### config.mk
export PLATFORM = sky130hd
export DESIGN_NAME = srpm_ctrl
export DESIGN_NICKNAME = d
export VERILOG_FILES = /design/src/rtl/srpm_pkg.sv /design/src/rtl/srpm_ctrl.sv
export SDC_FILE = /design/constraint.sdc
export NUM_CORES = 1
export LEC_CHECK = 0
export ABC_AREA = 1
export ABC_CLOCK_PERIOD_IN_PS = 1500
export BUFFER_PORTS_ARGS = -buffer_cell sky130_fd_sc_hd__buf_2
export CORE_AREA = 2 2 39 41
export CTS_CLUSTER_DIAMETER = 100
export DETAILED_ROUTE_END_ITERATION = 16
export DIE_AREA = 0 0 41 43
export PLACE_DENSITY = 0.56
export RECOVER_POWER = 25
export REMOVE_ABC_BUFFERS = 1
export SLEW_MARGIN = 20
export SYNTH_ARGS = -nofsm -noshare
export SYNTH_HDL_FRONTEND = slang
export SYNTH_SLANG_ARGS = --single-unit
export TNS_END_PERCENT = 10
### constraint.sdc
create_clock -name clk -period 1.5 [get_ports clk]
set_clock_uncertainty 0.1 [all_clocks]
set_input_delay 0.3 -clock clk [delete_from_list [all_inputs] [get_ports clk]]
set_output_delay 0.3 -clock clk [all_outputs]
set_load 0.03 [all_outputs]
### src/rtl/srpm_pkg.sv
package srpm_pkg;

  localparam int SampleBits = 24;
  localparam int MaxPairs   = 65536;
  localparam int CntW       = 17;
  localparam int SumW       = 63;
  localparam int MagW       = SampleBits;
  localparam int SqW        = 2 * MagW;
  localparam int LevelW     = 17;
  // Q16 log2 value: integer part up to 63 plus 16 fraction bits
  localparam int LogW       = 22;
  // attenuation in Q16, signed with headroom
  localparam int AttW       = 26;

  localparam logic [SumW-1:0]   SumMax   = {SumW{1'b1}};
  localparam logic [CntW-1:0]   CntMax   = CntW'(MaxPairs);
  localparam logic [31:0]       DbK      = 32'd50504453;
  localparam logic [LevelW-1:0] DbFloor  = LevelW'(49152);
  localparam logic [AttW-1:0]   RmsBase  = AttW'(2 * (SampleBits - 1) * 65536);
  localparam logic [AttW-1:0]   PeakBase = AttW'((SampleBits - 1) * 65536);

  // log2 operand select
  typedef enum logic [2:0] {
    LOG_CNT, LOG_SUML, LOG_SUMR, LOG_PKL, LOG_PKR
  } log_sel_t;

  typedef enum logic [3:0] {
    ST_IDLE, ST_LOG_START, ST_LOG_WAIT, ST_LEVEL, ST_LEVEL_WAIT, ST_OUT
  } state_t;

  typedef struct packed {
    logic     accum;     // fold the captured word in
    logic     clear;     // clear the accumulators
    logic     log_start; // start a log2 run
    log_sel_t log_sel;
    logic     lvl_start; // turn the attenuation into a level
    logic     out_load;  // present the result word
  } cmd_t;

  typedef struct packed {
    logic log_done;
    logic lvl_done;
  } sts_t;

endpackage

### src/rtl/srpm_ctrl.sv
module srpm_ctrl (
  input  logic            clk,
  input  logic            rst_n,
  input  logic            in_valid,
  input  logic            in_last,
  output logic            in_ready,
  input  logic            out_busy,
  output srpm_pkg::cmd_t  cmd,
  input  srpm_pkg::sts_t  sts
);

  srpm_pkg::state_t   state_r, state_nxt;
  srpm_pkg::log_sel_t sel_r, sel_nxt;

  always_ff @(posedge clk) begin
    if (!rst_n) begin
      state_r <= srpm_pkg::ST_IDLE;
      sel_r   <= srpm_pkg::LOG_CNT;
    end else begin
      state_r <= state_nxt;
      sel_r   <= sel_nxt;
    end
  end

  // Sequence: accumulate, then five log2 runs, then four levels, then emit
  always_comb begin
    state_nxt = state_r;
    sel_nxt   = sel_r;
    cmd       = '0;
    cmd.log_sel = sel_r;
    in_ready  = 1'b0;
    case (state_r)
      srpm_pkg::ST_IDLE: begin
        in_ready = 1'b1;
        if (in_valid) begin
          cmd.accum = 1'b1;
          if (in_last) begin
            sel_nxt   = srpm_pkg::LOG_CNT;
            state_nxt = srpm_pkg::ST_LOG_START;
          end
        end
      end
      srpm_pkg::ST_LOG_START: begin
        cmd.log_start = 1'b1;
        state_nxt     = srpm_pkg::ST_LOG_WAIT;
      end
      srpm_pkg::ST_LOG_WAIT: begin
        if (sts.log_done) begin
          case (sel_r)
            srpm_pkg::LOG_CNT:  sel_nxt = srpm_pkg::LOG_SUML;
            srpm_pkg::LOG_SUML: sel_nxt = srpm_pkg::LOG_SUMR;
            srpm_pkg::LOG_SUMR: sel_nxt = srpm_pkg::LOG_PKL;
            srpm_pkg::LOG_PKL:  sel_nxt = srpm_pkg::LOG_PKR;
            default:            sel_nxt = srpm_pkg::LOG_CNT;
          endcase
          state_nxt = (sel_r == srpm_pkg::LOG_PKR) ? srpm_pkg::ST_LEVEL
                                                   : srpm_pkg::ST_LOG_START;
        end
      end
      srpm_pkg::ST_LEVEL: begin
        cmd.lvl_start = 1'b1;
        state_nxt     = srpm_pkg::ST_LEVEL_WAIT;
      end
      srpm_pkg::ST_LEVEL_WAIT: begin
        if (sts.lvl_done) state_nxt = srpm_pkg::ST_OUT;
      end
      srpm_pkg::ST_OUT: begin
        if (!out_busy) begin
          cmd.out_load = 1'b1;
          cmd.clear    = 1'b1;
          state_nxt    = srpm_pkg::ST_IDLE;
        end
      end
      default: state_nxt = srpm_pkg::ST_IDLE;
    endcase
  end

endmodule

==> qor.yml, run 1 <==
outcome:
  status: "finished with violations"
  violations: "setup timing"
floorplanning:
  die_height_um: 43
  core_area_um2: 1380
  num_rows: 14
  die-area_um2: 1760
  die_w_um: 41
  ios: 16
  start_util: 0.277
job:
  drv_cap: 0
layout:
  area_growth_syn_to_layout_pct: 47.1
  diodes: 0
  drive_gt1_frac: 0.349
  fin_util: 0.407
  final_design_area_no_fill_um2: 563
  instances_no_fill: 102
  nets: 95
setup_path:
  path_class: "register to primary output"
  reg2reg_slack_ns: 0.19
  worst_ep_required_time_ns: 1.10
  path_max_fanout: 6
  startpoint_type: "register"
  worst_setup_path_end_kind: "primary output"
  cp.arrival_ns: 1.11
yosys:
  synth_cell_types: 14
  ys_seq_elements: 6
  yosysSeqAreaShare: 0.314
  yosysWarnings: 0
  netlist_instances: 66
  synth_area_um2: 383
  avgSynthCellArea_um2: 5.80
detailed_routing:
  wl_per_cell_um: 9.19
  drtAntennaViolNets: 0
  initialDrtViolationCount: 7
  dr.pass1.iters: 4
  drc: 0
  via_per_inst: 4.62
  vias: 471
  wl_um: 937
place:
  dp_slack_ns: 0.137
  gp_congestion: 0.758
  dpl.cell_count: 96
  port_buffers: 15
  dp_hpwl_um: 703
  placed_area_um2: 470
clock_network:
  clock-sinks: 6
  cts_root_buffer: "clkbuf_4"
  cts_buffer_depth: 2
  insertion_delay_ns: 0.24
  clk_pin_slew_ns: 0.05
  tritoncts: "done"
  cts_buffers: 3
  ctsHtreeMaxLevel: 1
sta:
  finalWorstSetupSlack_ns: -0.0132
  maxSlewViolCount: 0
  rsz0062_at_grt: "true"
  hold_viol_final: 0
  setup_viol: 2
  fin_crit_sh: 1.01
  whs_ns: 0.233
  period_needed_ns: 1.51
  max_freq_mhz: 661
  worstMarginPinSlew_ns: 0.357
  maxSlewHeadroom: 0.763
global_routing:
  overflow: 0
  grt_max_degree: 9
  grt_pass1_wl_mm: 1.63
  grtUsageTotal: 0.134
  grt_pass1_vias: 405
  antenna_found_initial: 0
worst_hold_path:
  hold_path.class: "input port to register"
power_and_ir_drop:
  ir_worst_vdd_v: 0.000635
  power.leakage_uw: 0.000281
  power_density_nw_per_um2: 1960
metrics by stage:
step / power, µW / TNS [ns]
final: 1110 / -0.0263
after global routing: 1230 / -0.156
after CTS: 1060 / -0.0585
after global placement: 848 / 0
after detailed placement: 846 / 0
after floorplan: 697 / -2.35
synthesized netlist by cell type:
cell type	count	area share
dfxtp_1	6	0.31
nor4_1	1	0.016
and3_1	1	0.016
nand2_1	17	0.17
inv_2	1	0.0098
nor2_1	11	0.11
inv_1	9	0.088
buf_4	2	0.039
o21ai_0	4	0.052
nor2_2	1	0.016
nand4_1	1	0.016
nand3_1	4	0.052
a21oi_1	5	0.065
nor3_1	3	0.039
metal layers:
| metal | GRT usage | part of all wire | up-vias |
|---|---|---|---|
| met1 | 0.171 | 0.45 | 203 |
| met3 | 0.0366 | 0.076 | 0 |
| li1 | - | - | 250 |
| met2 | 0.200 | 0.47 | 18 |
| met5 | 0 | 0 | - |
| met4 | 0.0600 | 0 | 0 |
logic make-up (layout without fill, tap and decap cells):
| group | Yosys count | in the layout | synth area share |
|---|---|---|---|
| and+or+nand+nor | 39 | 39 | 0.431 |
| buffers and inverters | 12 | 32 | 0.137 |
| AOI/OAI and AO/OA | 9 | 9 | 0.118 |
| DFF | 6 | 6 | 0.314 |
flip-flops by register name, indices dropped and copies added (netlist names):
| name | count |
|---|---|
| sel_r | 3 |
| state_r | 3 |
where the power goes:
part	switching, µW	total (µW)	internal, µW
Clock	55.9	146	90.4
Combinational	433	690	257
Sequential	51.8	269	217
Total	541	1110	564
worst max-delay path, cell delays in order, from the launching register on:
cell and delay, ns:
dfxtp_4 0.37, nor4_4 0.33, buf_6 0.18
area by class of cell:
class	instances	area, µm²
Fill cell	163	821
Timing Repair Buffer	19	126
Tap cell	16	20.0
Inverter	10	37.5
Sequential cell	6	129
Clock buffer	3	22.5
Multi-Input combinational cell	48	228
cells in the final DEF (no fill, tap or decap):
| master | netlist | routed |
|---|---|---|
| buf_6 | 0 | 2 |
| nor2_1 | 11 | 10 |
| clkbuf_4 | 0 | 3 |
| inv_1 | 9 | 7 |
| dfxtp_1 | 6 | 3 |
| nand2_1 | 17 | 17 |
| nor4_4 | 0 | 1 |
| buf_4 | 2 | 8 |
| dfxtp_4 | 0 | 2 |
| nor2_2 | 1 | 2 |
| a21oi_1 | 5 | 5 |
| dfxtp_2 | 0 | 1 |
| buf_2 | 0 | 7 |
| inv_2 | 1 | 3 |
| clkbuf_1 | 0 | 1 |
| nor3_1 | 3 | 3 |
| nand3_1 | 4 | 4 |
| nand4_1 | 1 | 1 |
| clkbuf_2 | 0 | 1 |
| and3_1 | 1 | 1 |
| o21ai_0 | 4 | 4 |
worst paths after layout:
path               from    endpoint  cells after the start
max          state_r[1]      cmd[0]                      2
min               rst_n  state_r[2]                      3
max reg2reg  state_r[0]  state_r[1]                      6
min reg2reg    sel_r[1]    sel_r[1]                      2
what timing repair did:
action	CTS	global route
setup buffers	2	1
endpoints found under the setup margin	5	6
hold buffers	0	0
gates resized for setup	7	14
pin swaps	1	1
cloned	0	0
No activity file was read; power rests on OpenSTA's default activity.
==> inputs of run 2 (changes only) <==
Settings changed: CTS_CLUSTER_DIAMETER 100 to 40, MAX_ROUTING_LAYER set to met4.
==> run 2 against run 1 <==
The run still ends with setup timing left. Critical path depth stayed put. Via count grew 0.42%. Clock power about the same. Cell count unchanged. Combinational power barely moved. Register-to-register slack hardly changed. Total power rose by 0.17%. Sequential power about the same. Wire length grew 0.53%. Count of clock-buffer cells in the layout stayed put. Utilization unchanged.
==> qor.yml, run 2 (synthesis results as in run 1) <==
outcome:
  status: "finished with violations"
  violations: "setup timing"
layout:
  diodes: 0
  nets: 95
  layout_commonest_cell: "nand2_1"
  top_regs: "sel_r x3, state_r x3"
  instances_no_fill: 102
  mostFrequentLayoutCells: "nand2_1 (17), nor2_1 (10), buf_4 (8), inv_1 (7), buf_2 (7)"
  multi_input_area_um2: 228
  drive_gt1_frac: 0.349
  area_growth_syn_to_layout_pct: 47.1
  regArea_um2: 129
  fill_cells: 163
sta:
  maxSlewViolCount: 0
  worstMarginPinSlew_ns: 0.357
  fin_crit_sh: 1.01
  maxSlewHeadroom: 0.763
  rsz0062_at_grt: "true"
  setup-tns-final_ns: -0.0267
  hold_viol_final: 0
  setup_viol: 2
  max_freq_mhz: 661
  period_needed_ns: 1.51
  finalWorstSetupSlack_ns: -0.0134
  whs_ns: 0.233
setup_path:
  worst_ep_required_time_ns: 1.10
  path_cells: "nor4_4 > buf_6"
  path_class: "register to primary output"
  worst_setup_path_end_kind: "primary output"
  worstPathBufferInverterCount: 1
  crit_family: "flip-flops"
  cp.arrival_ns: 1.11
  slowest_delay_ns: 0.37
  critical_path_depth: 2
  critPathLaunch: "state_r[1]"
  startpoint_type: "register"
  worst_r2r_path_depth: 6
  reg2reg_from: "state_r[0]"
  path_max_fanout: 6
  crit_slowest_cell: "dfxtp_4"
detailed_routing:
  via_per_inst: 4.64
  drc: 0
  vias: 473
  wl_um: 942
  initialDrtViolationCount: 14
  dr.pass1.iters: 4
  drtAntennaViolNets: 0
  wl_per_cell_um: 9.24
global_routing:
  grtUsageTotal: 0.137
  overflow: 0
  grt_pass1_vias: 406
  grt_max_degree: 9
  grt_pass1_wl_mm: 1.63
  antenna_found_initial: 0
place:
  dpl.cell_count: 96
  dp_slack_ns: 0.137
  port_buffers: 15
  gp_congestion: 0.768
  dp_hpwl_um: 703
power_and_ir_drop:
  power_density_nw_per_um2: 1970
  power.leakage_uw: 0.000281
  ir_worst_vdd_v: 0.000635
worst_hold_path:
  hp-start: "rst_n"
  worstHoldPathCells: 3
  hold_path.class: "input port to register"
floorplanning:
  die-area_um2: 1760
  core_area_um2: 1380
  die_height_um: 43
  die_w_um: 41
  start_util: 0.277
  num_rows: 14
  ios: 16
clock_network:
  tritoncts: "done"
  insertion_delay_ns: 0.24
  cts_buffers: 3
  ctsHtreeMaxLevel: 1
  clock-sinks: 6
  clk_pin_slew_ns: 0.05
  cts_buffer_depth: 2
  cts_root_buffer: "clkbuf_4"
job:
  drv_cap: 0
-- run 2: cell counts in the layout (fill, tap and decap cells not counted) --
No cell type changed its count.
-- run 2: final timing paths --
path / slack, ns / to
hold reg to reg: 0.41 / sel_r[1]
setup reg to reg: 0.19 / state_r[1]
hold / removal: 0.23 / state_r[2]
setup / recovery: -0.01 / cmd[0]
-- run 2: layer usage --
layer,vias to the layer above,routed length (µm),GRT usage,part of all wire
met2,16,438,0.200,0.46
met3,0,62,0.0314,0.066
met4,0,0,0.0600,0
met5,-,0,-,0
li1,250,-,-,-
met1,207,442,0.174,0.47
-- run 2: report_power, final --
| group | internal, µW | switching (µW) |
|---|---|---|
| clock | 90.4 | 56.0 |
| combinational | 257 | 434 |
| sequential | 217 | 52.6 |
| total | 564 | 543 |
-- run 2: layout make-up --
cell class              count  area share
well taps                  16      0.0356
repair buffers             19       0.224
flip-flops and latches      6       0.229
multi-input cells          48       0.404
clock buffers               3      0.0400
inverters                  10      0.0667
-- run 2: through the flow --
step            util  power, µW  cell area (µm²)
6_report       0.407       1110              563
5_1_grt        0.407       1230              563
3_3_place_gp   0.340        848              470
3_5_place_dp   0.340        846              470
4_1_cts        0.381       1060              527
2_1_floorplan      -        697              368
-- run 2: timing repair --
item | in CTS | in global routing
pin swaps | 1 | 1
resized for setup | 7 | 14
buffers inserted | 2 | 1
hold buffers | 0 | 0
hold endpoints to repair | 0 | 0
endpoints found under the setup margin | 5 | 6
-- run 2: worst min-delay path: cells and delay by family --
family | cells | cell delay, ns
buffers and inverters | 1 | 0.12
AND/OR/NAND/NOR | 2 | 0.10
